**src/hdl/assert_macros.svh**
```systemverilog
// ----------------------------------------------------------------------------
// Assertion macros
// Shared wrappers for the concurrent checks of the display converter.
// ----------------------------------------------------------------------------
`ifndef ASSERT_MACROS_SVH
`define ASSERT_MACROS_SVH

// Check that a property holds at every clock edge out of reset.
`define RH_ASSERT(lbl, prop, msg) \
  lbl: assert property (@(posedge clk_i) disable iff (!rst_ni) (prop)) else $error(msg);

// Check that a condition implies a consequence in the same cycle.
`define RH_ASSERT_IMPL(lbl, ante, cons, msg) \
  lbl: assert property (@(posedge clk_i) disable iff (!rst_ni) (ante) |-> (cons)) \
    else $error(msg);

`endif

```
**src/hdl/rhts_pkg.sv**
```systemverilog
// ----------------------------------------------------------------------------
// rhts_pkg
// Widths, fixed-point constants, segment codes and shared types of the
// temperature / humidity to seven-segment converter.
// ----------------------------------------------------------------------------
package rhts_pkg;

  localparam int RAW_W   = 16;
  localparam int VAL_W   = 15;
  localparam int SEG_W   = 8;
  localparam int PLACE_W = 2;
  localparam int DIG_W   = 4;

  localparam int S_TDATA_W = 16;
  localparam int M_TDATA_W = 56;

  // Scale products: raw * gain
  localparam int GAIN_W = 17;
  localparam int PROD_W = RAW_W + GAIN_W;
  localparam logic [GAIN_W-1:0] T_GAIN = 17'd17572;
  // 1250000 / 16, the humidity divisor is scaled by the same 16
  localparam logic [GAIN_W-1:0] H_GAIN = 17'd78125;

  // Signed numerator width before the truncating divide
  localparam int NUM_W = 35;
  localparam logic signed [NUM_W-1:0] T_OFFSET = 35'sd307036160;
  localparam logic signed [NUM_W-1:0] H_OFFSET = 35'sd399360000;
  localparam int T_SHIFT = 16;
  localparam int H_SHIFT = 14;
  // Compensation gain 61440 = 2^16 - 2^12
  localparam int COMP_HI_SH = 16;
  localparam int COMP_LO_SH = 12;

  // Magnitude after the power-of-two part of the humidity divide
  localparam int MAG_W = 19;

  // Divide by 25 as multiply by reciprocal
  localparam int DIV25_MW = 20;
  localparam logic [DIV25_MW-1:0] DIV25_MUL = 20'd671089;
  localparam int DIV25_SH = 24;

  // Decimal split reciprocals, exact for magnitudes up to 2^14
  localparam int RCP_W = 16;
  localparam logic [RCP_W-1:0] RCP10    = 16'd52429;
  localparam int               RCP10_SH = 19;
  localparam logic [RCP_W-1:0] RCP100   = 16'd41944;
  localparam int               RCP100_SH = 22;
  localparam logic [RCP_W-1:0] RCP1K    = 16'd16778;
  localparam int               RCP1K_SH = 24;
  localparam logic [RCP_W-1:0] RCP10K   = 16'd13422;
  localparam int               RCP10K_SH = 27;

  localparam logic [PLACE_W-1:0] PLACE_ONE = 2'd1;
  localparam logic [PLACE_W-1:0] PLACE_TWO = 2'd2;

  localparam logic [SEG_W-1:0] SEG_MINUS = 8'h40;
  localparam logic [SEG_W-1:0] SEG_ERR   = 8'h79;
  localparam logic [SEG_W-1:0] SEG_DP    = 8'h80;

  // Temperature window for two decimals, and humidity threshold
  localparam logic signed [VAL_W-1:0] T_TWO_LO = -15'sd1000;
  localparam logic signed [VAL_W-1:0] T_TWO_HI = 15'sd10000;
  localparam logic signed [VAL_W-1:0] H_TWO_LO = 15'sd1000;

  // Load strobes of the pipeline registers
  typedef struct packed {
    logic ld_in;
    logic ld_prod;
    logic ld_mag;
    logic ld_val;
    logic ld_out;
  } pipe_en_t;

  function automatic logic [SEG_W-1:0] seg_of(input logic [DIG_W-1:0] d);
    logic [SEG_W-1:0] s;
    case (d)
      4'd0:    s = 8'h3F;
      4'd1:    s = 8'h06;
      4'd2:    s = 8'h5B;
      4'd3:    s = 8'h4F;
      4'd4:    s = 8'h66;
      4'd5:    s = 8'h6D;
      4'd6:    s = 8'h7D;
      4'd7:    s = 8'h07;
      4'd8:    s = 8'h7F;
      4'd9:    s = 8'h67;
      default: s = SEG_ERR;
    endcase
    return s;
  endfunction

endpackage

```
**src/hdl/rhts_ctrl.sv**
```systemverilog
// ----------------------------------------------------------------------------
// rhts_ctrl
// Valid tracking and load strobes of the five-register pipeline.
// ----------------------------------------------------------------------------
module rhts_ctrl (
  input  logic              clk_i,
  input  logic              rst_ni,
  input  logic              s_valid_i,
  input  logic              m_ready_i,
  output logic              s_ready_o,
  output logic              m_valid_o,
  output rhts_pkg::pipe_en_t en_o
);
  import rhts_pkg::*;

  logic v_in_q, v_prod_q, v_mag_q, v_val_q, v_out_q;
  logic rdy_in, rdy_prod, rdy_mag, rdy_val, rdy_out;

  // A stage takes a new item when empty or when its item moves on
  assign rdy_out  = !v_out_q  || m_ready_i;
  assign rdy_val  = !v_val_q  || rdy_out;
  assign rdy_mag  = !v_mag_q  || rdy_val;
  assign rdy_prod = !v_prod_q || rdy_mag;
  assign rdy_in   = !v_in_q   || rdy_prod;

  assign en_o.ld_in   = s_valid_i && rdy_in;
  assign en_o.ld_prod = v_in_q    && rdy_prod;
  assign en_o.ld_mag  = v_prod_q  && rdy_mag;
  assign en_o.ld_val  = v_mag_q   && rdy_val;
  assign en_o.ld_out  = v_val_q   && rdy_out;

  assign s_ready_o = rdy_in;
  assign m_valid_o = v_out_q;

  always_ff @(posedge clk_i or negedge rst_ni) begin
    if (!rst_ni) begin
      v_in_q   <= 1'b0;
      v_prod_q <= 1'b0;
      v_mag_q  <= 1'b0;
      v_val_q  <= 1'b0;
      v_out_q  <= 1'b0;
    end else begin
      if (rdy_in)   v_in_q   <= s_valid_i;
      if (rdy_prod) v_prod_q <= v_in_q;
      if (rdy_mag)  v_mag_q  <= v_prod_q;
      if (rdy_val)  v_val_q  <= v_mag_q;
      if (rdy_out)  v_out_q  <= v_val_q;
    end
  end

endmodule

```
**src/hdl/rhts_convert.sv**
```systemverilog
// ----------------------------------------------------------------------------
// rhts_convert
// Raw code to signed hundredths: scale multiply, offset and compensation,
// truncating divide. Holds the last temperature.
// ----------------------------------------------------------------------------
module rhts_convert (
  input  logic                              clk_i,
  input  logic                              rst_ni,
  input  rhts_pkg::pipe_en_t                en_i,
  input  logic [rhts_pkg::RAW_W-1:0]        raw_code_i,
  input  logic                              is_humidity_i,
  output logic signed [rhts_pkg::VAL_W-1:0] val_o,
  output logic                              hum_o
);
  import rhts_pkg::*;

  // Input register
  logic [RAW_W-1:0] raw_q;
  logic             hum1_q;
  // Product register
  logic [PROD_W-1:0] prod_q;
  logic              hum2_q;
  // Magnitude register
  logic [MAG_W-1:0] mag_q;
  logic             neg3_q, hum3_q;
  // Value register
  logic signed [VAL_W-1:0] val_q;
  logic                    hum4_q;
  // Temperature used for humidity compensation
  logic signed [VAL_W-1:0] last_temp_q;

  logic [GAIN_W-1:0]        gain;
  logic [PROD_W-1:0]        prod_d;
  logic signed [NUM_W-1:0]  prod_ext, tc_ext, num_w;
  logic [NUM_W-1:0]         abs_w;
  logic                     num_neg;
  logic [MAG_W-1:0]         mag_d;
  logic [VAL_W-1:0]         t_mag;
  logic signed [VAL_W-1:0]  t_val;
  logic [MAG_W+DIV25_MW-1:0] q25_prod;
  logic [VAL_W-1:0]         mag_v;
  logic signed [VAL_W-1:0]  val_d;

  // Scale
  assign gain   = hum1_q ? H_GAIN : T_GAIN;
  assign prod_d = PROD_W'(raw_q) * PROD_W'(gain);

  // Offset, compensation, sign and power-of-two divide
  assign prod_ext = signed'({{(NUM_W-PROD_W){1'b0}}, prod_q});
  assign tc_ext   = {{(NUM_W-VAL_W){last_temp_q[VAL_W-1]}}, last_temp_q};

  always_comb begin
    if (hum2_q) begin
      num_w = prod_ext + (tc_ext <<< COMP_HI_SH) - (tc_ext <<< COMP_LO_SH) - H_OFFSET;
    end else begin
      num_w = prod_ext - T_OFFSET;
    end
  end

  assign num_neg = num_w[NUM_W-1];
  assign abs_w   = num_neg ? NUM_W'(-num_w) : NUM_W'(num_w);
  assign mag_d   = hum2_q ? MAG_W'(abs_w >> H_SHIFT) : MAG_W'(abs_w >> T_SHIFT);
  assign t_mag   = VAL_W'(abs_w >> T_SHIFT);
  assign t_val   = num_neg ? -signed'(t_mag) : signed'(t_mag);

  // Humidity: finish the divide by 25
  assign q25_prod = (MAG_W+DIV25_MW)'(mag_q) * (MAG_W+DIV25_MW)'(DIV25_MUL);
  assign mag_v    = hum3_q ? VAL_W'(q25_prod >> DIV25_SH) : VAL_W'(mag_q);
  assign val_d    = neg3_q ? -signed'(mag_v) : signed'(mag_v);

  always_ff @(posedge clk_i or negedge rst_ni) begin
    if (!rst_ni) begin
      last_temp_q <= '0;
    end else if (en_i.ld_mag && !hum2_q) begin
      last_temp_q <= t_val;
    end
  end

  always_ff @(posedge clk_i) begin
    if (en_i.ld_in) begin
      raw_q  <= raw_code_i;
      hum1_q <= is_humidity_i;
    end
    if (en_i.ld_prod) begin
      prod_q <= prod_d;
      hum2_q <= hum1_q;
    end
    if (en_i.ld_mag) begin
      mag_q  <= mag_d;
      neg3_q <= num_neg;
      hum3_q <= hum2_q;
    end
    if (en_i.ld_val) begin
      val_q  <= val_d;
      hum4_q <= hum3_q;
    end
  end

  assign val_o = val_q;
  assign hum_o = hum4_q;

endmodule

```
**src/hdl/rhts_display.sv**
```systemverilog
// ----------------------------------------------------------------------------
// rhts_display
// Decimal split, point placement and segment encoding into the result
// register.
// ----------------------------------------------------------------------------
module rhts_display (
  input  logic                              clk_i,
  input  rhts_pkg::pipe_en_t                en_i,
  input  logic signed [rhts_pkg::VAL_W-1:0] val_i,
  input  logic                              hum_i,
  output logic [rhts_pkg::SEG_W-1:0]        seg_units_o,
  output logic [rhts_pkg::SEG_W-1:0]        seg_tens_o,
  output logic [rhts_pkg::SEG_W-1:0]        seg_hundreds_o,
  output logic [rhts_pkg::SEG_W-1:0]        seg_thousands_o,
  output logic [rhts_pkg::PLACE_W-1:0]      point_place_o,
  output logic signed [rhts_pkg::VAL_W-1:0] value_centi_o
);
  import rhts_pkg::*;

  localparam int PW = VAL_W + RCP_W;

  logic                 neg;
  logic [VAL_W-1:0]     absv;
  logic [PW-1:0]        p1, p2, p3, p4;
  logic [VAL_W-1:0]     q1, q2, q3, q4;
  logic [DIG_W-1:0]     d0, d1, d2, d3, d4;
  logic [PLACE_W-1:0]   place;
  logic [DIG_W-1:0]     dig [4];
  logic [SEG_W-1:0]     code [4];

  logic [SEG_W-1:0]        seg_q [4];
  logic [PLACE_W-1:0]      place_q;
  logic signed [VAL_W-1:0] value_q;

  function automatic logic [DIG_W-1:0] low_digit(input logic [VAL_W-1:0] qa,
                                                 input logic [VAL_W-1:0] qb);
    logic [VAL_W-1:0] r;
    r = qa - ((qb << 3) + (qb << 1));
    return r[DIG_W-1:0];
  endfunction

  assign neg  = val_i[VAL_W-1];
  assign absv = neg ? VAL_W'(-val_i) : VAL_W'(val_i);

  // Quotients by 10, 100, 1000, 10000 in parallel
  assign p1 = PW'(absv) * PW'(RCP10);
  assign p2 = PW'(absv) * PW'(RCP100);
  assign p3 = PW'(absv) * PW'(RCP1K);
  assign p4 = PW'(absv) * PW'(RCP10K);
  assign q1 = VAL_W'(p1 >> RCP10_SH);
  assign q2 = VAL_W'(p2 >> RCP100_SH);
  assign q3 = VAL_W'(p3 >> RCP1K_SH);
  assign q4 = VAL_W'(p4 >> RCP10K_SH);

  assign d0 = low_digit(absv, q1);
  assign d1 = low_digit(q1, q2);
  assign d2 = low_digit(q2, q3);
  assign d3 = low_digit(q3, q4);
  assign d4 = low_digit(q4, '0);

  always_comb begin
    if (hum_i) begin
      place = (val_i > H_TWO_LO) ? PLACE_TWO : PLACE_ONE;
    end else begin
      place = (val_i > T_TWO_LO && val_i < T_TWO_HI) ? PLACE_TWO : PLACE_ONE;
    end
  end

  // One decimal drops the hundredths digit
  always_comb begin
    if (place == PLACE_TWO) begin
      dig[0] = d0; dig[1] = d1; dig[2] = d2; dig[3] = d3;
    end else begin
      dig[0] = d1; dig[1] = d2; dig[2] = d3; dig[3] = d4;
    end
  end

  always_comb begin
    for (int k = 0; k < 4; k++) begin
      // Negative humidity: nonzero remainders show E
      code[k] = (hum_i && neg && dig[k] != '0) ? SEG_ERR : seg_of(dig[k]);
      if (PLACE_W'(k) == place) code[k] = code[k] | SEG_DP;
    end
    if (!hum_i && neg) code[3] = SEG_MINUS;
  end

  always_ff @(posedge clk_i) begin
    if (en_i.ld_out) begin
      for (int k = 0; k < 4; k++) seg_q[k] <= code[k];
      place_q <= place;
      value_q <= val_i;
    end
  end

  assign seg_units_o     = seg_q[0];
  assign seg_tens_o      = seg_q[1];
  assign seg_hundreds_o  = seg_q[2];
  assign seg_thousands_o = seg_q[3];
  assign point_place_o   = place_q;
  assign value_centi_o   = value_q;

endmodule

```
**src/hdl/rh_temp_code_to_seven_segment_top.sv**
```systemverilog
// ----------------------------------------------------------------------------
// rh_temp_code_to_seven_segment_top
// Sensor code to four seven-segment digits with temperature compensation.
// ----------------------------------------------------------------------------
// Usage:
//   Slave stream carries one raw 16-bit sensor code per transfer in tdata,
//   with tuser set for a humidity reading and clear for a temperature.
//   Master stream returns one result per input transfer: four segment
//   codes (lowest digit first, bit 7 the decimal point), the point place
//   and the value in signed hundredths.
//   Throughput: one transfer per cycle while the receiver does not stall,
//   set by the five-register pipeline (input, product, magnitude, value,
//   result registers); each reading passes them in order and is presented
//   from the result register. Each stage is at most one multiply deep.
//   A temperature updates the stored compensation value as it leaves the
//   product stage, so any later humidity sees it without forwarding.
//   Reset empties the pipeline and clears the stored temperature to zero
//   degrees; humidity before any temperature is compensated at zero.
//   When the receiver stalls, the result holds and earlier stages keep
//   filling until the pipeline is full; then tready drops.
// ----------------------------------------------------------------------------
`include "assert_macros.svh"

module rh_temp_code_to_seven_segment_top (
  input  logic                               clk_i,
  input  logic                               rst_ni,
  input  logic                               s_axis_tvalid,
  output logic                               s_axis_tready,
  // [15:0] raw_code
  input  logic [rhts_pkg::S_TDATA_W-1:0]     s_axis_tdata,
  // [0] is_humidity
  input  logic [0:0]                         s_axis_tuser,
  output logic                               m_axis_tvalid,
  input  logic                               m_axis_tready,
  // [7:0] seg_units, [15:8] seg_tens, [23:16] seg_hundreds,
  // [31:24] seg_thousands, [33:32] point_place, [48:34] value_centi,
  // [55:49] zero
  output logic [rhts_pkg::M_TDATA_W-1:0]     m_axis_tdata
);
  import rhts_pkg::*;

  pipe_en_t                en;
  logic signed [VAL_W-1:0] val;
  logic                    hum;
  logic [SEG_W-1:0]        seg_units, seg_tens, seg_hundreds, seg_thousands;
  logic [PLACE_W-1:0]      point_place;
  logic signed [VAL_W-1:0] value_centi;

  // Handshake and stage advance
  rhts_ctrl u_ctrl (
    .clk_i     (clk_i),
    .rst_ni    (rst_ni),
    .s_valid_i (s_axis_tvalid),
    .m_ready_i (m_axis_tready),
    .s_ready_o (s_axis_tready),
    .m_valid_o (m_axis_tvalid),
    .en_o      (en)
  );

  // Fixed-point conversion to hundredths
  rhts_convert u_convert (
    .clk_i         (clk_i),
    .rst_ni        (rst_ni),
    .en_i          (en),
    .raw_code_i    (s_axis_tdata[RAW_W-1:0]),
    .is_humidity_i (s_axis_tuser[0]),
    .val_o         (val),
    .hum_o         (hum)
  );

  // Digits and segment codes into the result register
  rhts_display u_display (
    .clk_i           (clk_i),
    .en_i            (en),
    .val_i           (val),
    .hum_i           (hum),
    .seg_units_o     (seg_units),
    .seg_tens_o      (seg_tens),
    .seg_hundreds_o  (seg_hundreds),
    .seg_thousands_o (seg_thousands),
    .point_place_o   (point_place),
    .value_centi_o   (value_centi)
  );

  // Pack fields lowest first, pad to whole bytes
  assign m_axis_tdata = {
    {(M_TDATA_W - 4*SEG_W - PLACE_W - VAL_W){1'b0}},
    value_centi, point_place, seg_thousands, seg_hundreds, seg_tens, seg_units
  };

  // Only one or two decimals are ever shown
  `RH_ASSERT_IMPL(a_place_legal, m_axis_tvalid,
    point_place == PLACE_ONE || point_place == PLACE_TWO, "point place out of range")

  // Exactly one digit carries the decimal point
  `RH_ASSERT_IMPL(a_dp_onehot, m_axis_tvalid,
    $onehot({seg_thousands[SEG_W-1], seg_hundreds[SEG_W-1], seg_tens[SEG_W-1],
             seg_units[SEG_W-1]}), "decimal point not on exactly one digit")

  // An empty result register never holds back the input
  `RH_ASSERT(a_ready_when_empty, !m_axis_tvalid |-> s_axis_tready,
    "input stalled while output empty")

endmodule

```
**config.mk**
```make
export PLATFORM = sky130hd
export DESIGN_NAME = rh_temp_code_to_seven_segment_top
export DESIGN_NICKNAME = d
export VERILOG_FILES = /design/src/hdl/rhts_pkg.sv /design/src/hdl/rhts_ctrl.sv /design/src/hdl/rhts_convert.sv /design/src/hdl/rhts_display.sv /design/src/hdl/rh_temp_code_to_seven_segment_top.sv
export VERILOG_INCLUDE_DIRS = /design/src /design/src/hdl
export SDC_FILE = /design/constraint.sdc
export NUM_CORES = 2
export LEC_CHECK = 0
export BUFFER_PORTS_ARGS = -buffer_cell sky130_fd_sc_hd__buf_2
export CAP_MARGIN = 15
export CORE_MARGIN = 2
export CORE_UTILIZATION = 58
export DETAILED_ROUTE_END_ITERATION = 10
export PLACE_DENSITY_LB_ADDON = 0.15
export RECOVER_POWER = 100
export SLEW_MARGIN = 20
export SYNTH_ARGS = -nofsm -noshare
export SYNTH_HDL_FRONTEND = slang
export SYNTH_SLANG_ARGS = --single-unit
```
**constraint.sdc**
```tcl
create_clock -name clk_i -period 13.04 [get_ports clk_i]
set_input_delay 0.652 -clock clk_i [delete_from_list [all_inputs] [get_ports clk_i]]
set_output_delay 0.652 -clock clk_i [all_outputs]
set_load 0.01 [all_outputs]
```
==> results.toml <==
[worst_setup_path]
cpPeakStageDelay_ns = 0.83
cp-start-kind = "flip-flop"
critPathKind = "flip-flop to flip-flop"
critPathMaxFanout = 14
cp_slowest_cell = "clkbuf_1"
worstSetupEndpointType = "flip-flop"
arrival_ns = 10.97
required_ns = 13.26
crit_path_frequent_cell = "xnor2_1"

[place]
portBuffers = 71
post-dp-hpwl_mm = 72.6
gp_congestion = 0.986

[cells_and_area]
drive_gt1_frac = 0.0326
layout_commonest_cell = "inv_1"
area_growth_pct = 5.66
final_cell_mix = "inv_1, ha_1, fa_1, nand2_1, a21oi_1"
n_fill_cell = 4944
nets = 4749

[drt]
firstDrtPassIters = 5
drc_errors = 0
vias = 24382
drt_iter0_drc = 1480
drt_wl_total_mm = 83.8
drt-wirelength-per-cell_um = 19.2
ant_nets = 0
vias_per_cell = 5.59

[yosys]
ys_seq_elements = 156
ys.flop_type = "edfxtp_1"
ys_seq_area_frac = 0.135
synth-async-reset-ratio = 0.128
synth_fa_ha_area_frac = 0.526
synth_top_family_by_area = "adder cells"
synth_edf_count = 136
syn_inst = 3478
ys.warnings.count = 0
synth_xor_area_frac = 0.0463
synth.area.mux_share = 0.0106
synth_compound_area_frac = 0.0990
yosys.cell_types.count = 92
syn-cell-area_mm2 = 0.0338
synth.avg_cell_area_um2 = 9.73
synth-simple-area-share = 0.0769

[die]
die_w_um = 246
coreArea_mm2 = 0.0577
pin_count = 79
row_count = 88
die-area_mm2 = 0.0603
initial_utilization = 0.586
die_h_um = 246

[timing]
finalSetupTns_ns = 0
tightest_slew_ns = 2.47
setup_viol = 0
final.setup_skew_ns = 0.0145
min_period_over_period = 0.825
slew_violations = 130
fmax_mhz = 93.0
fin_crit_ns = 10.75
slew_headroom = -0.649
hold_viol_final = 0
rsz0062_at_grt = "no"

[clocking]
clkSinkCount = 156
tritoncts = "built"
cts_setup_buffers = 0
root_buffer = "clkbuf_16"
clock_latency_ns = 0.47
htree_levels = 4
clkSlewWorstSetupHoldPaths_ns = 0.07
clk_path_buf_depth = 2
cts_made_buffers = 17
cts_resized = 0
cts_hold_buf = 0

[grt]
grt_usage = 0.293
grt_pass1_wl_mm = 137
grt_pass1_vias = 26096
grt_max_degree = 49
grt-ovfl-total = 0
antenna_found_initial = 2

[flow_run]
cap_violations = 3

[worst_hold_path]
hp-class = "input port to flip-flop"

[run_status]
failed_checks = "capacitance limit, slew limit"
status = "complete, but fails checks"
-- cell type report --
class | instances | area, um^2 | area share
Clock inverter | 15 | 173 | 0.00483
Sequential cell | 156 | 4580 | 0.128
Inverter | 891 | 3340 | 0.0936
Clock buffer | 17 | 425 | 0.0119
Multi-Input combinational cell | 2421 | 25800 | 0.723
Tap cell | 765 | 957 | 0.0268
Antenna cell | 1 | 2.50 | 0.0000700
Timing Repair Buffer | 93 | 425 | 0.0119
-- synthesized netlist by cell type, types with 5 or more instances --
library cell	number	area [um^2]
a211o_1	9	78.8
buf_4	8	60.1
o2111ai_1	9	78.8
o21a_1	23	173
or2_2	17	106
nand3_1	39	195
a2111o_1	5	56.3
and3_1	13	81.3
o21ai_0	97	485
ha_1	689	8620
mux2_2	7	78.8
nor2_1	113	424
nor3_1	34	170
a31oi_1	21	131
edfxtp_1	136	4080
and2_1	31	194
xnor2_1	122	1070
nand3b_1	6	45.0
o21bai_1	6	45.0
a21o_1	55	413
a21boi_0	5	37.5
o31ai_1	17	128
nand4_1	9	56.3
nor2b_1	26	163
o211ai_1	17	128
nand2b_1	22	138
o22ai_1	5	31.3
nor3b_1	5	37.5
nand2_1	152	571
dfrtp_1	20	500
buf_1	5	18.8
or3_1	16	100
xor2_1	55	482
inv_1	889	3340
o31a_1	9	78.8
fa_1	459	9190
clkbuf_1	31	116
a21oi_1	137	686
a211oi_1	16	120
nor4_1	13	81.3
a31o_2	11	96.3
mux2i_1	28	280
-- metrics by stage --
stage          hold slack, ns   util  cell area (um^2)  setup WS, ns  std cells
4_1_cts                 0.157  0.621             35900          2.94       4358
5_1_grt                 0.333  0.620             35700          1.71       4359
3_3_place_gp            0.457  0.611             35300          3.31       4326
3_5_place_dp            0.478  0.611             35300          2.99       4326
6_report                0.353  0.620             35700          2.29       4359
2_1_floorplan           0.356      -             34000          3.95       3515
-- worst max-delay path, delay by kind of cell, from the launching register on --
kind | cells | cell delay (ns)
buf+inv | 7 | 1.86
mux | 1 | 0.63
flops | 1 | 0.32
xor+xnor | 8 | 1.78
simple gates | 5 | 0.84
compound gates | 7 | 1.50
fa+ha+maj | 9 | 3.56
-- state kept, by name (all words and copies together) (netlist names), 15 cells and up --
name / cells
u_display.value_centi_o: 15
u_display.seg_q: 32
u_convert.raw_q: 16
u_convert.val_o: 15
u_convert.prod_q: 33
u_convert.mag_q: 19
u_convert.last_temp_q: 15
-- worst paths after layout --
check | end | slack [ns] | start | cells after the start
worst min register to register | u_ctrl.v_val_q$_DFFE_PN0P_ | 0.50 | u_ctrl.v_mag_q$_DFFE_PN0P_ | 1
max in group asynchronous | u_convert.last_temp_q[12]$_DFFE_PN0P_ | 11.76 | rst_ni | 1
worst min-delay path | u_convert.raw_q[8]$_DFFE_PP_ | 0.35 | s_axis_tdata[8] | 1
worst max-delay path | u_display.seg_q[1][4]$_SDFFCE_PP1P_ | 2.29 | u_convert.val_o[0]$_DFFE_PP_ | 37
worst max register to register | u_display.seg_q[1][4]$_SDFFCE_PP1P_ | 2.29 | u_convert.val_o[0]$_DFFE_PP_ | 37
min in group asynchronous | u_convert.last_temp_q[6]$_DFFE_PN0P_ | 0.47 | rst_ni | 1
-- kinds of logic after synthesis --
kind of cell | Yosys count
AND/OR/NAND/NOR | 522
buffers and inverters | 938
multiplexers | 35
flip-flops | 156
other | 2
AO/OA/AOI/OAI | 499
adder cells (fa/ha/maj) | 1148
XOR/XNOR | 178
-- metal layers --
layer	global-route usage	part of all wire	vias to the layer above
li1	-	-	11493
met1	0.388	0.43	12077
met2	0.492	0.48	676
met3	0.0450	0.059	136
met4	0.0943	0.031	0
met5	0	0	-
Power is left out: the tool's default activity adds up to more than one toggle a clock period on the data nets, which glitch-free logic cannot reach.
